## src/rtl/brl_pkg.sv

```systemverilog
// ============================================================================
// Burst record loader package
// Shared types and constants for the burst record register loader.
// ============================================================================
package brl_pkg;

    // Parse phases
    localparam logic [2:0] PH_LEN    = 3'd0;
    localparam logic [2:0] PH_ADDR_L = 3'd1;
    localparam logic [2:0] PH_ADDR_H = 3'd2;
    localparam logic [2:0] PH_DATA   = 3'd3;
    localparam logic [2:0] PH_DONE   = 3'd4;
    localparam logic [2:0] PH_ERROR  = 3'd5;

    // Result kinds
    localparam logic [1:0] KIND_WRITE = 2'd0;
    localparam logic [1:0] KIND_DONE  = 2'd1;
    localparam logic [1:0] KIND_BAD   = 2'd2;

    // Input operations
    localparam logic OP_BYTE    = 1'b0;
    localparam logic OP_RESTART = 1'b1;

    // Configuration register indexes
    localparam logic [1:0] CFG_REG_BASE      = 2'd0;
    localparam logic [1:0] CFG_REGION_LENGTH = 2'd1;
    localparam logic [1:0] CFG_MAC_ADDRESS   = 2'd2;

    // Parsing constants
    localparam logic [7:0]  ADDR_LOW_MASK  = 8'hFE;
    localparam logic [16:0] TABLE_SKIP     = 17'd10;   // 7 bytes plus 3 for rounding up
    localparam logic [16:0] ALIGN_MASK     = 17'h1FFFC; // round down to 4 bytes
    localparam logic [16:0] WORD_TAIL      = 17'd3;
    localparam logic [31:0] WORD_STEP      = 32'd4;
    localparam logic [15:0] REGION_RESET   = 16'd1024;

    // Image offsets patched with station address bytes
    localparam logic [15:0] MAC_OFS_0 = 16'd3;
    localparam logic [15:0] MAC_OFS_1 = 16'd4;
    localparam logic [15:0] MAC_OFS_2 = 16'd5;
    localparam logic [15:0] MAC_OFS_3 = 16'd6;
    localparam logic [15:0] MAC_OFS_4 = 16'd10;
    localparam logic [15:0] MAC_OFS_5 = 16'd11;

    typedef struct packed {
        logic       op;
        logic [7:0] image_byte;
    } t_in_item;

    typedef struct packed {
        logic [15:0] table_length;
        logic [15:0] table_offset;
        logic [31:0] write_data;
        logic [31:0] write_address;
        logic [1:0]  kind;
    } t_result;

    typedef struct packed {
        logic [31:0] reg_base;
        logic [15:0] region_length;
        logic [47:0] mac_address;
    } t_cfg;

endpackage

```

## src/rtl/brl_in_stage.sv

```systemverilog
// ============================================================================
// Input register stage
// Captures one input transaction and holds it until the parser takes it.
// ============================================================================
module brl_in_stage
    import brl_pkg::*;
(
    input  logic     i_clk,
    input  logic     i_rst_n,
    input  logic     i_valid,
    output logic     o_ready,
    input  t_in_item i_item,
    input  logic     i_take,
    output logic     o_valid,
    output t_in_item o_item
);

    logic     r_valid;
    t_in_item r_item;

    // Ready whenever the register is empty or drains this cycle
    assign o_ready = !r_valid || i_take;

    // Valid flag
    always_ff @(posedge i_clk) begin
        if (!i_rst_n) begin
            r_valid <= 1'b0;
        end else if (i_valid && o_ready) begin
            r_valid <= 1'b1;
        end else if (i_take) begin
            r_valid <= 1'b0;
        end
    end

    // Payload
    always_ff @(posedge i_clk) begin
        if (i_valid && o_ready) begin
            r_item <= i_item;
        end
    end

    assign o_valid = r_valid;
    assign o_item  = r_item;

endmodule

```

## src/rtl/brl_parser.sv

```systemverilog
// ============================================================================
// Burst record parser
// Holds the parse state; unless output stalls, turns one image byte per cycle
// into at most one result: a register write, a finished or a malformed report.
// ============================================================================
module brl_parser
    import brl_pkg::*;
(
    input  logic     i_clk,
    input  logic     i_rst_n,
    input  t_cfg     i_cfg,
    input  logic     i_item_valid,
    input  t_in_item i_item,
    input  logic     i_go,
    output logic     o_res_valid,
    output t_result  o_res
);

    logic [15:0] r_byte_position, n_byte_position;
    logic [2:0]  r_phase,         n_phase;
    logic [7:0]  r_words_left,    n_words_left;
    logic [31:0] r_burst_address, n_burst_address;
    logic [23:0] r_word_acc,      n_word_acc;
    logic [1:0]  r_byte_in_word,  n_byte_in_word;

    logic [7:0]  byte_val;
    logic        pos_out;
    logic [16:0] table_off;
    logic        table_out;
    logic        word_out;

    // Station address patch of the current byte
    always_comb begin
        case (r_byte_position)
            MAC_OFS_0: byte_val = i_cfg.mac_address[7:0];
            MAC_OFS_1: byte_val = i_cfg.mac_address[15:8];
            MAC_OFS_2: byte_val = i_cfg.mac_address[23:16];
            MAC_OFS_3: byte_val = i_cfg.mac_address[31:24];
            MAC_OFS_4: byte_val = i_cfg.mac_address[39:32];
            MAC_OFS_5: byte_val = i_cfg.mac_address[47:40];
            default:   byte_val = i_item.image_byte;
        endcase
    end

    // Bounds checks against the region length
    assign pos_out   = r_byte_position >= i_cfg.region_length;
    assign table_off = ({1'b0, r_byte_position} + TABLE_SKIP) & ALIGN_MASK;
    assign table_out = table_off >= {1'b0, i_cfg.region_length};
    assign word_out  = ({1'b0, r_byte_position} + WORD_TAIL) >= {1'b0, i_cfg.region_length};

    // Next state and result
    always_comb begin
        n_byte_position = r_byte_position;
        n_phase         = r_phase;
        n_words_left    = r_words_left;
        n_burst_address = r_burst_address;
        n_word_acc      = r_word_acc;
        n_byte_in_word  = r_byte_in_word;
        o_res_valid     = 1'b0;
        o_res           = '0;

        if (i_item.op == OP_RESTART) begin
            n_byte_position = '0;
            n_phase         = PH_LEN;
            n_words_left    = '0;
            n_burst_address = '0;
            n_word_acc      = '0;
            n_byte_in_word  = '0;
        end else if (r_phase != PH_DONE && r_phase != PH_ERROR) begin
            n_byte_position = r_byte_position + 16'd1;
            case (r_phase)
                PH_LEN: begin
                    if (pos_out) begin
                        n_phase     = PH_ERROR;
                        o_res_valid = 1'b1;
                        o_res.kind  = KIND_BAD;
                    end else if (byte_val == 8'd0) begin
                        o_res_valid = 1'b1;
                        if (table_out) begin
                            n_phase    = PH_ERROR;
                            o_res.kind = KIND_BAD;
                        end else begin
                            n_phase            = PH_DONE;
                            o_res.kind         = KIND_DONE;
                            o_res.table_offset = table_off[15:0];
                            o_res.table_length = i_cfg.region_length - table_off[15:0];
                        end
                    end else begin
                        n_words_left = byte_val;
                        n_phase      = PH_ADDR_L;
                    end
                end
                PH_ADDR_L: begin
                    if (pos_out) begin
                        n_phase     = PH_ERROR;
                        o_res_valid = 1'b1;
                        o_res.kind  = KIND_BAD;
                    end else begin
                        n_burst_address = {24'd0, byte_val & ADDR_LOW_MASK};
                        n_phase         = PH_ADDR_H;
                    end
                end
                PH_ADDR_H: begin
                    if (pos_out) begin
                        n_phase     = PH_ERROR;
                        o_res_valid = 1'b1;
                        o_res.kind  = KIND_BAD;
                    end else begin
                        n_burst_address = {16'd0, byte_val, r_burst_address[7:0]}
                                          + i_cfg.reg_base;
                        n_byte_in_word  = '0;
                        n_word_acc      = '0;
                        n_phase         = PH_DATA;
                    end
                end
                PH_DATA: begin
                    case (r_byte_in_word)
                        2'd0: begin
                            if (word_out) begin
                                n_phase     = PH_ERROR;
                                o_res_valid = 1'b1;
                                o_res.kind  = KIND_BAD;
                            end else begin
                                n_word_acc     = {16'd0, byte_val};
                                n_byte_in_word = 2'd1;
                            end
                        end
                        2'd1: begin
                            n_word_acc[15:8] = byte_val;
                            n_byte_in_word   = 2'd2;
                        end
                        2'd2: begin
                            n_word_acc[23:16] = byte_val;
                            n_byte_in_word    = 2'd3;
                        end
                        default: begin
                            // Last byte of a word: emit the register write
                            o_res_valid         = 1'b1;
                            o_res.kind          = KIND_WRITE;
                            o_res.write_address = r_burst_address;
                            o_res.write_data    = {byte_val, r_word_acc};
                            n_burst_address     = r_burst_address + WORD_STEP;
                            n_byte_in_word      = '0;
                            n_word_acc          = '0;
                            n_words_left        = r_words_left - 8'd1;
                            if (r_words_left == 8'd1) begin
                                n_phase = PH_LEN;
                            end
                        end
                    endcase
                end
                default: begin
                    n_phase = PH_ERROR;
                end
            endcase
        end

        // Only a transaction that moves on produces a result
        if (!(i_item_valid && i_go)) begin
            o_res_valid = 1'b0;
        end
    end

    // Control state
    always_ff @(posedge i_clk) begin
        if (!i_rst_n) begin
            r_byte_position <= '0;
            r_phase         <= PH_LEN;
            r_words_left    <= '0;
            r_burst_address <= '0;
            r_word_acc      <= '0;
            r_byte_in_word  <= '0;
        end else if (i_item_valid && i_go) begin
            r_byte_position <= n_byte_position;
            r_phase         <= n_phase;
            r_words_left    <= n_words_left;
            r_burst_address <= n_burst_address;
            r_word_acc      <= n_word_acc;
            r_byte_in_word  <= n_byte_in_word;
        end
    end

    // A partial word exists only while data bytes are being collected
    a_word_in_data: assert property (@(posedge i_clk) disable iff (!i_rst_n)
        (r_byte_in_word != 2'd0) |-> (r_phase == PH_DATA))
        else $error("partial word outside the data phase");

    // A burst in progress always has words left to deliver
    a_words_left: assert property (@(posedge i_clk) disable iff (!i_rst_n)
        (r_phase == PH_ADDR_L || r_phase == PH_ADDR_H || r_phase == PH_DATA)
        |-> (r_words_left != 8'd0))
        else $error("burst in progress with no words left");

    // Bytes after the end of the list do not move the position
    a_hold_after_end: assert property (@(posedge i_clk) disable iff (!i_rst_n)
        (i_item_valid && i_go && i_item.op == OP_BYTE
         && (r_phase == PH_DONE || r_phase == PH_ERROR))
        |=> $stable(r_byte_position))
        else $error("position moved after the list ended");

    // A finished report always points inside the region
    a_done_inside: assert property (@(posedge i_clk) disable iff (!i_rst_n)
        (o_res_valid && o_res.kind == KIND_DONE)
        |-> (o_res.table_offset < i_cfg.region_length && o_res.table_offset[1:0] == 2'd0))
        else $error("finished report outside the region");

endmodule

```

## src/rtl/brl_out_stage.sv

```systemverilog
// ============================================================================
// Result register stage
// Holds one result transaction until the downstream side takes it.
// ============================================================================
module brl_out_stage
    import brl_pkg::*;
(
    input  logic    i_clk,
    input  logic    i_rst_n,
    input  logic    i_load,
    input  t_result i_res,
    input  logic    i_ready,
    output logic    o_valid,
    output t_result o_res
);

    logic    r_valid;
    t_result r_res;

    // Valid flag: a load always finds the register free or draining
    always_ff @(posedge i_clk) begin
        if (!i_rst_n) begin
            r_valid <= 1'b0;
        end else if (i_load) begin
            r_valid <= 1'b1;
        end else if (i_ready) begin
            r_valid <= 1'b0;
        end
    end

    // Payload
    always_ff @(posedge i_clk) begin
        if (i_load) begin
            r_res <= i_res;
        end
    end

    assign o_valid = r_valid;
    assign o_res   = r_res;

endmodule

```

## src/rtl/burst_record_register_loader.sv

```systemverilog
// An accepted input transaction is held in the input register; its result is then
// registered in the result register, from which it is taken.
// Throughput: one image byte per cycle while the result side does not stall; the parse
// state is updated as each byte moves from the input register to the result register.
// With the input register full, result back-pressure stalls the input in the same cycle.
// Reset (synchronous, active low) clears the parse state and restores the
// configuration registers to their defaults (region length 1024).
// ============================================================================
// Burst record register loader
// Parses the burst record list of a calibration image into register writes.
// ============================================================================
module burst_record_register_loader
    import brl_pkg::*;
(
    input  logic         i_clk,
    input  logic         i_rst_n,
    // Configuration write port
    input  logic         i_cfg_we,
    input  logic [1:0]   i_cfg_index,
    input  logic [47:0]  i_cfg_data,
    // Input stream
    input  logic         s_axis_tvalid,
    output logic         s_axis_tready,
    input  logic [7:0]   s_axis_tdata,   // [7:0] image_byte
    input  logic         s_axis_tuser,   // [0] op
    // Result stream
    output logic         m_axis_tvalid,
    input  logic         m_axis_tready,
    output logic [95:0]  m_axis_tdata,   // [31:0] write_address, [63:32] write_data,
                                         // [79:64] table_offset, [95:80] table_length
    output logic [1:0]   m_axis_tuser    // [1:0] kind
);

    t_cfg     r_cfg;
    t_in_item in_item;
    t_in_item stage_item;
    logic     stage_valid;
    logic     go;
    logic     res_valid;
    t_result  res;
    t_result  out_res;

    // Configuration registers
    always_ff @(posedge i_clk) begin
        if (!i_rst_n) begin
            r_cfg.reg_base      <= '0;
            r_cfg.region_length <= REGION_RESET;
            r_cfg.mac_address   <= '0;
        end else if (i_cfg_we) begin
            case (i_cfg_index)
                CFG_REG_BASE:      r_cfg.reg_base      <= i_cfg_data[31:0];
                CFG_REGION_LENGTH: r_cfg.region_length <= i_cfg_data[15:0];
                CFG_MAC_ADDRESS:   r_cfg.mac_address   <= i_cfg_data;
                default: ;
            endcase
        end
    end

    assign in_item.op         = s_axis_tuser;
    assign in_item.image_byte = s_axis_tdata;

    // The held byte moves on when the result register is free or draining
    assign go = stage_valid && (!m_axis_tvalid || m_axis_tready);

    brl_in_stage u_in_stage (
        .i_clk   (i_clk),
        .i_rst_n (i_rst_n),
        .i_valid (s_axis_tvalid),
        .o_ready (s_axis_tready),
        .i_item  (in_item),
        .i_take  (go),
        .o_valid (stage_valid),
        .o_item  (stage_item)
    );

    brl_parser u_parser (
        .i_clk        (i_clk),
        .i_rst_n      (i_rst_n),
        .i_cfg        (r_cfg),
        .i_item_valid (stage_valid),
        .i_item       (stage_item),
        .i_go         (go),
        .o_res_valid  (res_valid),
        .o_res        (res)
    );

    brl_out_stage u_out_stage (
        .i_clk   (i_clk),
        .i_rst_n (i_rst_n),
        .i_load  (res_valid),
        .i_res   (res),
        .i_ready (m_axis_tready),
        .o_valid (m_axis_tvalid),
        .o_res   (out_res)
    );

    // Result packing
    assign m_axis_tuser = out_res.kind;
    assign m_axis_tdata = {out_res.table_length, out_res.table_offset,
                           out_res.write_data, out_res.write_address};

endmodule

```

## config.mk

```make
export PLATFORM = sky130hd
export DESIGN_NAME = burst_record_register_loader
export DESIGN_NICKNAME = d
export VERILOG_FILES = /design/src/rtl/brl_pkg.sv /design/src/rtl/brl_in_stage.sv /design/src/rtl/brl_parser.sv /design/src/rtl/brl_out_stage.sv /design/src/rtl/burst_record_register_loader.sv
export SDC_FILE = /design/constraint.sdc
export NUM_CORES = 1
export LEC_CHECK = 0
export BUFFER_PORTS_ARGS = -buffer_cell sky130_fd_sc_hd__buf_2
export CAP_MARGIN = 15
export CORE_AREA = 2 2 281 200
export CTS_CLUSTER_DIAMETER = 60
export CTS_CLUSTER_SIZE = 40
export DETAILED_ROUTE_END_ITERATION = 10
export DIE_AREA = 0 0 283 202
export GPL_TIMING_DRIVEN = 0
export PLACE_DENSITY_LB_ADDON = 0.08
export REMOVE_ABC_BUFFERS = 1
export SLEW_MARGIN = 20
export SYNTH_ARGS = -nofsm -noshare
export SYNTH_HDL_FRONTEND = slang
export SYNTH_SLANG_ARGS = --single-unit
```

## constraint.sdc

```tcl
create_clock -name i_clk -period 17.5 [get_ports i_clk]
set_input_delay 0.875 -clock i_clk [delete_from_list [all_inputs] [get_ports i_clk]]
set_output_delay 0.875 -clock i_clk [all_outputs]
set_load 0.05 [all_outputs]
```

# After elaboration in Yosys (flattened, before gate mapping)
# Cells that the tools add are included.
dict set report word_totals {
  register_bits 290
  latchBits 0
  ram_bits 0
  rom_bits 0
  inputBits 64
  out_inout_bits 100
  word_cells 158
  mem_count 0
}
dict set report op_classes {
  n_addsub 7
  mul 0
  n_div 0
  order_cmp 3
  n_eq_ne 27
  shifts 0
  muxes 60
  bitwise_logic 4
  reduce_logical 36
}
# op count
set ops {}
lappend ops {{$mux 32} 5}
lappend ops {{$mux 24} 4}
lappend ops {{$pmux 32 s3} 1}
lappend ops {{$eq 16x3->1 const B} 3}
lappend ops {{$pmux 24 s2} 1}
lappend ops {{$pmux 8 s3} 2}
lappend ops {{$pmux 8 s6} 1}
lappend ops {{$mux 8} 5}
lappend ops {{$ge 17x16->1} 2}
lappend ops {{$add 16x32->32} 1}
lappend ops {{$add 32x3->32 const B} 1}
lappend ops {{$eq 16x4->1 const B} 2}
lappend ops {{$mux 16} 2}
lappend ops {{$pmux 8 s2} 2}
lappend ops {{$ne 3x3->1 const B} 10}
lappend ops {{$reduce_and 6->1} 5}
lappend ops {{$mux 3} 8}
lappend ops {{$mux 2} 10}
lappend ops {{$add 16x2->17 const B} 1}
lappend ops {{$add 16x4->17 const B} 1}
lappend ops {{$add 16x1->16 const B} 1}
lappend ops {{$eq 16x2->1 const B} 1}
lappend ops {{$ge 16x16->1} 1}
lappend ops {{$sub 16x16->16} 1}
lappend ops {{other kinds (31)} 66}

# Depth between registers and ports, before layout
dict set report logic_depth {
  ltp_word 10
  mapped_depth 20
}

# By module
# From an unflattened synthesis, not the netlist that was laid out.
dict set report unflattened {
  cells_unflattened 1711
  area_unflattened_um2 16140.5
}
# module instances cells_each area_per_inst_um2 seq_area_each_um2
set by_module_without_submodules {}
lappend by_module_without_submodules {brl_parser 1 1227 9152.5 1701.6}
lappend by_module_without_submodules {burst_record_register_loader 1 369 3676.0 1921.8}
lappend by_module_without_submodules {brl_out_stage 1 101 2984.1 2962.8}
lappend by_module_without_submodules {brl_in_stage 1 14 327.8 290.3}

# Worst setup path before layout
# Ideal clock, no wire load.
dict set report synth_timing {
  path_type {register to register}
  startpoint {reg u_parser.r_byte_position[3]}
  endpoint {reg u_out_stage.r_res (netlist bit u_out_stage.o_res[0]), enable pin}
  setup_ns 0.552
  arrival_ns 6.819
  t_required_ns 16.948
  setup_slack_ns 10.129
  stages_incl_launch_ff 17
  n_path_buf 3
  synth_period_minus_slack_ns 7.371
  path_cell_list {dfxtp_1 -> clkbuf_1 -> buf_2 -> buf_1 -> nand3_1 -> nor2_1 -> nand2_1 -> nor2_1 -> xor2_1 -> ha_1 -> and4_1 -> a2111oi_0 -> o211ai_1 -> o31ai_1 -> o21ai_0 -> a22oi_1 -> nor2_1}
}
dict set report synth_via {
  elab_chain_len 9
  elab_cells_between_ends 20
  classes_between {1 x add/sub; 2 x order compare; 6 x eq/ne; 10 x mux; 1 x reduce/logical}
}
# element line
set synth_lines {}
lappend synth_lines {{start, declared} brl_parser.sv:19} ;# logic [15:0] r_byte_position, n_byte_position;
lappend synth_lines {{start signal, assigned} brl_parser.sv:174} ;# r_byte_position <= n_byte_position;
lappend synth_lines {{parallel branches: the longest is 5 deep, another holds $add 16x2->17} --}
lappend synth_lines {{$pmux 1 s3 *} brl_parser.sv:71} ;# case (r_phase)
lappend synth_lines {{$mux 1 *} brl_parser.sv:69} ;# end else if (r_phase != PH_DONE && r_phase != PH_ERROR) begin
lappend synth_lines {{$mux 1 *} brl_parser.sv:62} ;# if (i_item.op == OP_RESTART) begin
lappend synth_lines {{$mux 1 *} brl_parser.sv:159} ;# if (!(i_item_valid && i_go)) begin
lappend synth_lines {{net res_valid} burst_record_register_loader.sv:39} ;# logic res_valid;
lappend synth_lines {{end signal, assigned} brl_out_stage.sv:34} ;# r_res <= i_res;
lappend synth_lines {{end, declared} brl_out_stage.sv:18} ;# t_result r_res;
# Mark *: on every way through the listed nets, which the timed path passes.
# A chain may end at the register's enable or synchronous reset.

# Worst setup path after layout
dict set report layout_timing {
  startpoint {reg u_parser.r_byte_position[12]}
  endpoint {reg u_parser.r_burst_address[17]}
}
dict set report layout_via {
  elab_chain_len 7
  elab_cells_between_ends 16
  classes_between {1 x add/sub; 1 x order compare; 8 x eq/ne; 5 x mux; 1 x reduce/logical}
}
# element line
set layout_lines {}
lappend layout_lines {{$eq 16x4->1 (tied with other cells)} brl_parser.sv:34} ;# case (r_byte_position)
lappend layout_lines {{$pmux 8 s6 *} brl_parser.sv:34}
lappend layout_lines {{net u_parser.byte_val[1]} brl_parser.sv:26} ;# logic [7:0] byte_val;
lappend layout_lines {{$add 16x32->32 *} brl_parser.sv:110} ;# + i_cfg.reg_base;
lappend layout_lines {{$mux 32 *} brl_parser.sv:104} ;# if (pos_out) begin
lappend layout_lines {{$pmux 32 s3 *} brl_parser.sv:71}
lappend layout_lines {{$mux 32 *} brl_parser.sv:69}
lappend layout_lines {{$mux 32 *} brl_parser.sv:62}
lappend layout_lines {{end signal, assigned} brl_parser.sv:177} ;# r_burst_address <= n_burst_address;
lappend layout_lines {{end, declared} brl_parser.sv:22} ;# logic [31:0] r_burst_address, n_burst_address;
# The timed path passes the listed nets; every way through them passes the cells marked *. The select of a mux whose other input is x is not followed.

==> flow_metrics.tcl <==
set metrics [dict create \
    fmax_mhz 182 \
    dp.cells 2639 \
    design.core.area_um2 54500 \
    syn_inst 1813 \
    routed_wl_um 54000 \
    grt_pass1_wl_um 81200 \
    seqCellArea_um2 6820 \
    grt_usage_pct 18.4 \
    die_h_um 202 \
    cts_setup_buffers 0 \
    grt_max_degree 91 \
    ff2ff_path_depth 14 \
    clk_latency_ns 0.60 \
    ys.warnings.count 0 \
    clock_sinks 288 \
    cts_resized 0 \
    ys_types 74 \
    hp-class "input pin to flop" \
    firstDrtPassIters 5 \
    first_iter_violations 1041 \
    worstMarginPinSlew_ns 0.993 \
    syn_to_final_growth_pct 17.6 \
    crit_required_ns 17.96 \
    overflow 0 \
    crit_fanout 12 \
    irDropWorstVdd_mv 0.0730 \
    final_cells 2697 \
    finalCriticalPeriod_ns 5.50 \
    cts_tree "done" \
    cts_buffers 30 \
    dp_hpwl_um 40800 \
    wire_per_inst_um 20.0 \
    drc 0 \
    end_kind "flop" \
    r2r_setup_slack_ns 12.00 \
    start_kind "flop" \
    ctsHoldBuffers 0 \
    layout-drive-gt1-share_pct 14.5 \
    setup_viol 0 \
    setup_tns_ns 0 \
    clockRootBuffer "clkbuf_16" \
    p_leak_uw 0.00702 \
    start_util_pct 28.7 \
    die_w_um 283 \
    critical_path_class "flop to flop" \
    cts_buffer_depth 3 \
    antenna_found_initial 4 \
    layout.nets 2086 \
    drv_cap 0 \
    final.period_utilization_pct 31.5 \
    synthDominantCellAreaShare_pct 23.5 \
    synth_flop_cell "dfxtp_1" \
    slew_viol_final 0 \
    nFillCells 5712 \
    dpl_worst_slack_ns 11.69 \
    finalWeightedCongestion 0.851 \
    synth_enable_flop_cells 105 \
    vias 13500 \
    avgSynthCellArea_um2 8.61 \
    multiInputGateArea_um2 8170 \
    path_clk_slew_ns 0.08 \
    synth_top_cell_by_area "dfxtp_1" \
    antenna_left 0 \
    synthesis.area_um2 15600 \
    grt_pass1_vias 12800 \
    setup_slack_ns 12.00 \
    ys_ff_latch 288 \
    powerDensity_nw_per_um2 82.7 \
    worst_clock_skew_ns 0.0195 \
    status "completed" \
    rsz0062_at_grt "no" \
    seq_area_frac_synth_pct 43.7 \
    cp.arrival_ns 5.96 \
    hold_violations 0 \
    die-area_um2 57200 \
    min_path_cells 1 \
    async_flop_share_pct 0 \
    port_buffers 161 \
    max_slew_margin_pct 33.8 \
    h-tree-depth 1 \
    vias_per_cell 5.00 \
    rows 72 \
    synth.area.top_cells "dfxtp_1 23%, edfxtp_1 20%, ha_1 7.1%" \
    io_pins 164 \
]
-- layer usage --
metal	track usage [%]	vias up	share of wire, %
li1	-	6633	-
met1	29.0	6458	53
met2	25.6	339	39
met3	3.86	52	5.9
met4	3.19	0	1.6
met5	0	-	0
-- layout by cell type (no fill, tap or decap), types with 6 or more instances in the layout --
| cell | instances |
|---|---|
| nand2_1 | 286 |
| dfxtp_1 | 181 |
| a21oi_1 | 180 |
| nor2_1 | 174 |
| buf_2 | 165 |
| edfxtp_1 | 105 |
| ha_1 | 89 |
| inv_1 | 75 |
| and2_1 | 59 |
| nor3_1 | 58 |
| nand3_1 | 52 |
| o21ai_0 | 51 |
| xor2_1 | 50 |
| xnor2_1 | 37 |
| clkbuf_16 | 31 |
| nand4_1 | 27 |
| a211oi_1 | 17 |
| a2111oi_0 | 16 |
| nor4_1 | 14 |
| or3_1 | 13 |
| o211ai_1 | 13 |
| o31ai_1 | 13 |
| nor2b_1 | 12 |
| o22ai_1 | 12 |
| o21a_1 | 11 |
| and3_1 | 11 |
| a31oi_1 | 10 |
| buf_4 | 9 |
| nand2b_1 | 8 |
| mux2_2 | 8 |
| o21bai_1 | 8 |
| o221ai_1 | 7 |
| a22o_1 | 6 |
| and4_1 | 6 |
| inv_6 | 6 |
-- synth_stat cells, types with 6 or more instances --
master	number
a2111oi_0	17
a211oi_1	19
a21o_1	6
a21oi_1	183
a22o_1	6
a31oi_1	10
and2_1	59
and3_1	11
and4_1	6
buf_1	8
buf_2	8
clkbuf_1	80
dfxtp_1	183
edfxtp_1	105
ha_1	89
inv_1	75
mux2_2	8
nand2_1	286
nand2b_1	8
nand3_1	52
nand4_1	27
nor2_1	176
nor2b_1	12
nor3_1	58
nor3b_1	6
nor4_1	16
o211ai_1	13
o21a_1	11
o21ai_0	52
o21bai_1	8
o221ai_1	7
o22ai_1	12
o31ai_1	13
or3_1	13
xnor2_1	37
xor2_1	50
-- state kept, by name (all words and copies together), names as in the netlist, 3 cells and up --
| signal | flops |
|---|---|
| r_cfg | 96 |
| u_out_stage.o_res | 96 |
| u_parser.r_burst_address | 32 |
| u_parser.r_word_acc | 24 |
| u_parser.r_byte_position | 16 |
| u_in_stage.o_item | 9 |
| u_parser.r_words_left | 8 |
| u_parser.r_phase | 3 |
-- metrics by stage --
step	hold slack [ns]	util, %	total power [µW]	cell area (µm²)
floorplan	0.432	-	791	15200
global placement	0.439	31.1	842	16900
detailed placement	0.447	31.7	846	17300
CTS	0.425	33.7	1540	18300
global route	0.436	33.7	1580	18400
finish	0.455	33.7	1520	18400
-- path summary, 6_finish.rpt --
| check | start | endpoint |
|---|---|---|
| hold reg to reg | r_cfg[6]$_SDFFE_PN0P_ | r_cfg[6]$_SDFFE_PN0P_ |
| hold / removal | s_axis_tdata[5] | u_in_stage.o_item[5]$_DFFE_PP_ |
| setup reg to reg | u_parser.r_byte_position[12]$_SDFFE_PN0P_ | u_parser.r_burst_address[17]$_SDFFE_PN0P_ |
| setup / recovery | u_parser.r_byte_position[12]$_SDFFE_PN0P_ | u_parser.r_burst_address[17]$_SDFFE_PN0P_ |
-- worst max-delay path, stage by stage (launching register included) --
cell,delay [ns]
dfxtp_1,0.48
nor4_1,0.84
nand2_1,0.40
a2111oi_0,0.72
a2111oi_0,0.24
or2_1,0.39
inv_1,0.20
ha_1,0.24
o2111ai_1,0.23
o31a_1,0.41
o21ai_0,0.32
a21o_1,0.36
a21boi_0,0.15
o211ai_1,0.28
a31oi_1,0.11
-- logic make-up after synthesis --
| group | synth area share, % |
|---|---|
| AO/OA/AOI/OAI | 16.0 |
| XOR/XNOR | 4.88 |
| adder cells (fa/ha/maj) | 7.39 |
| buffers and inverters | 4.44 |
| flip-flops | 43.7 |
| multiplexers | 0.897 |
| other | 0.0240 |
| AND/OR/NAND/NOR | 22.8 |
-- power breakdown --
group	switching, µW	internal [µW]
sequential	13.1	700
clock	338	349
combinational	79.3	38.6
-- area by class of cell --
cell class	count	share of cell area [%]
clock buffers	34	4.29
well taps	740	5.04
diodes	2	0.0273
flip-flops and latches	288	37.1
multi-input cells	1350	44.5
clock inverters	22	1.42
inverters	76	1.58
repair buffers	185	5.97
Note: power is estimated with default switching activity, not from simulation.
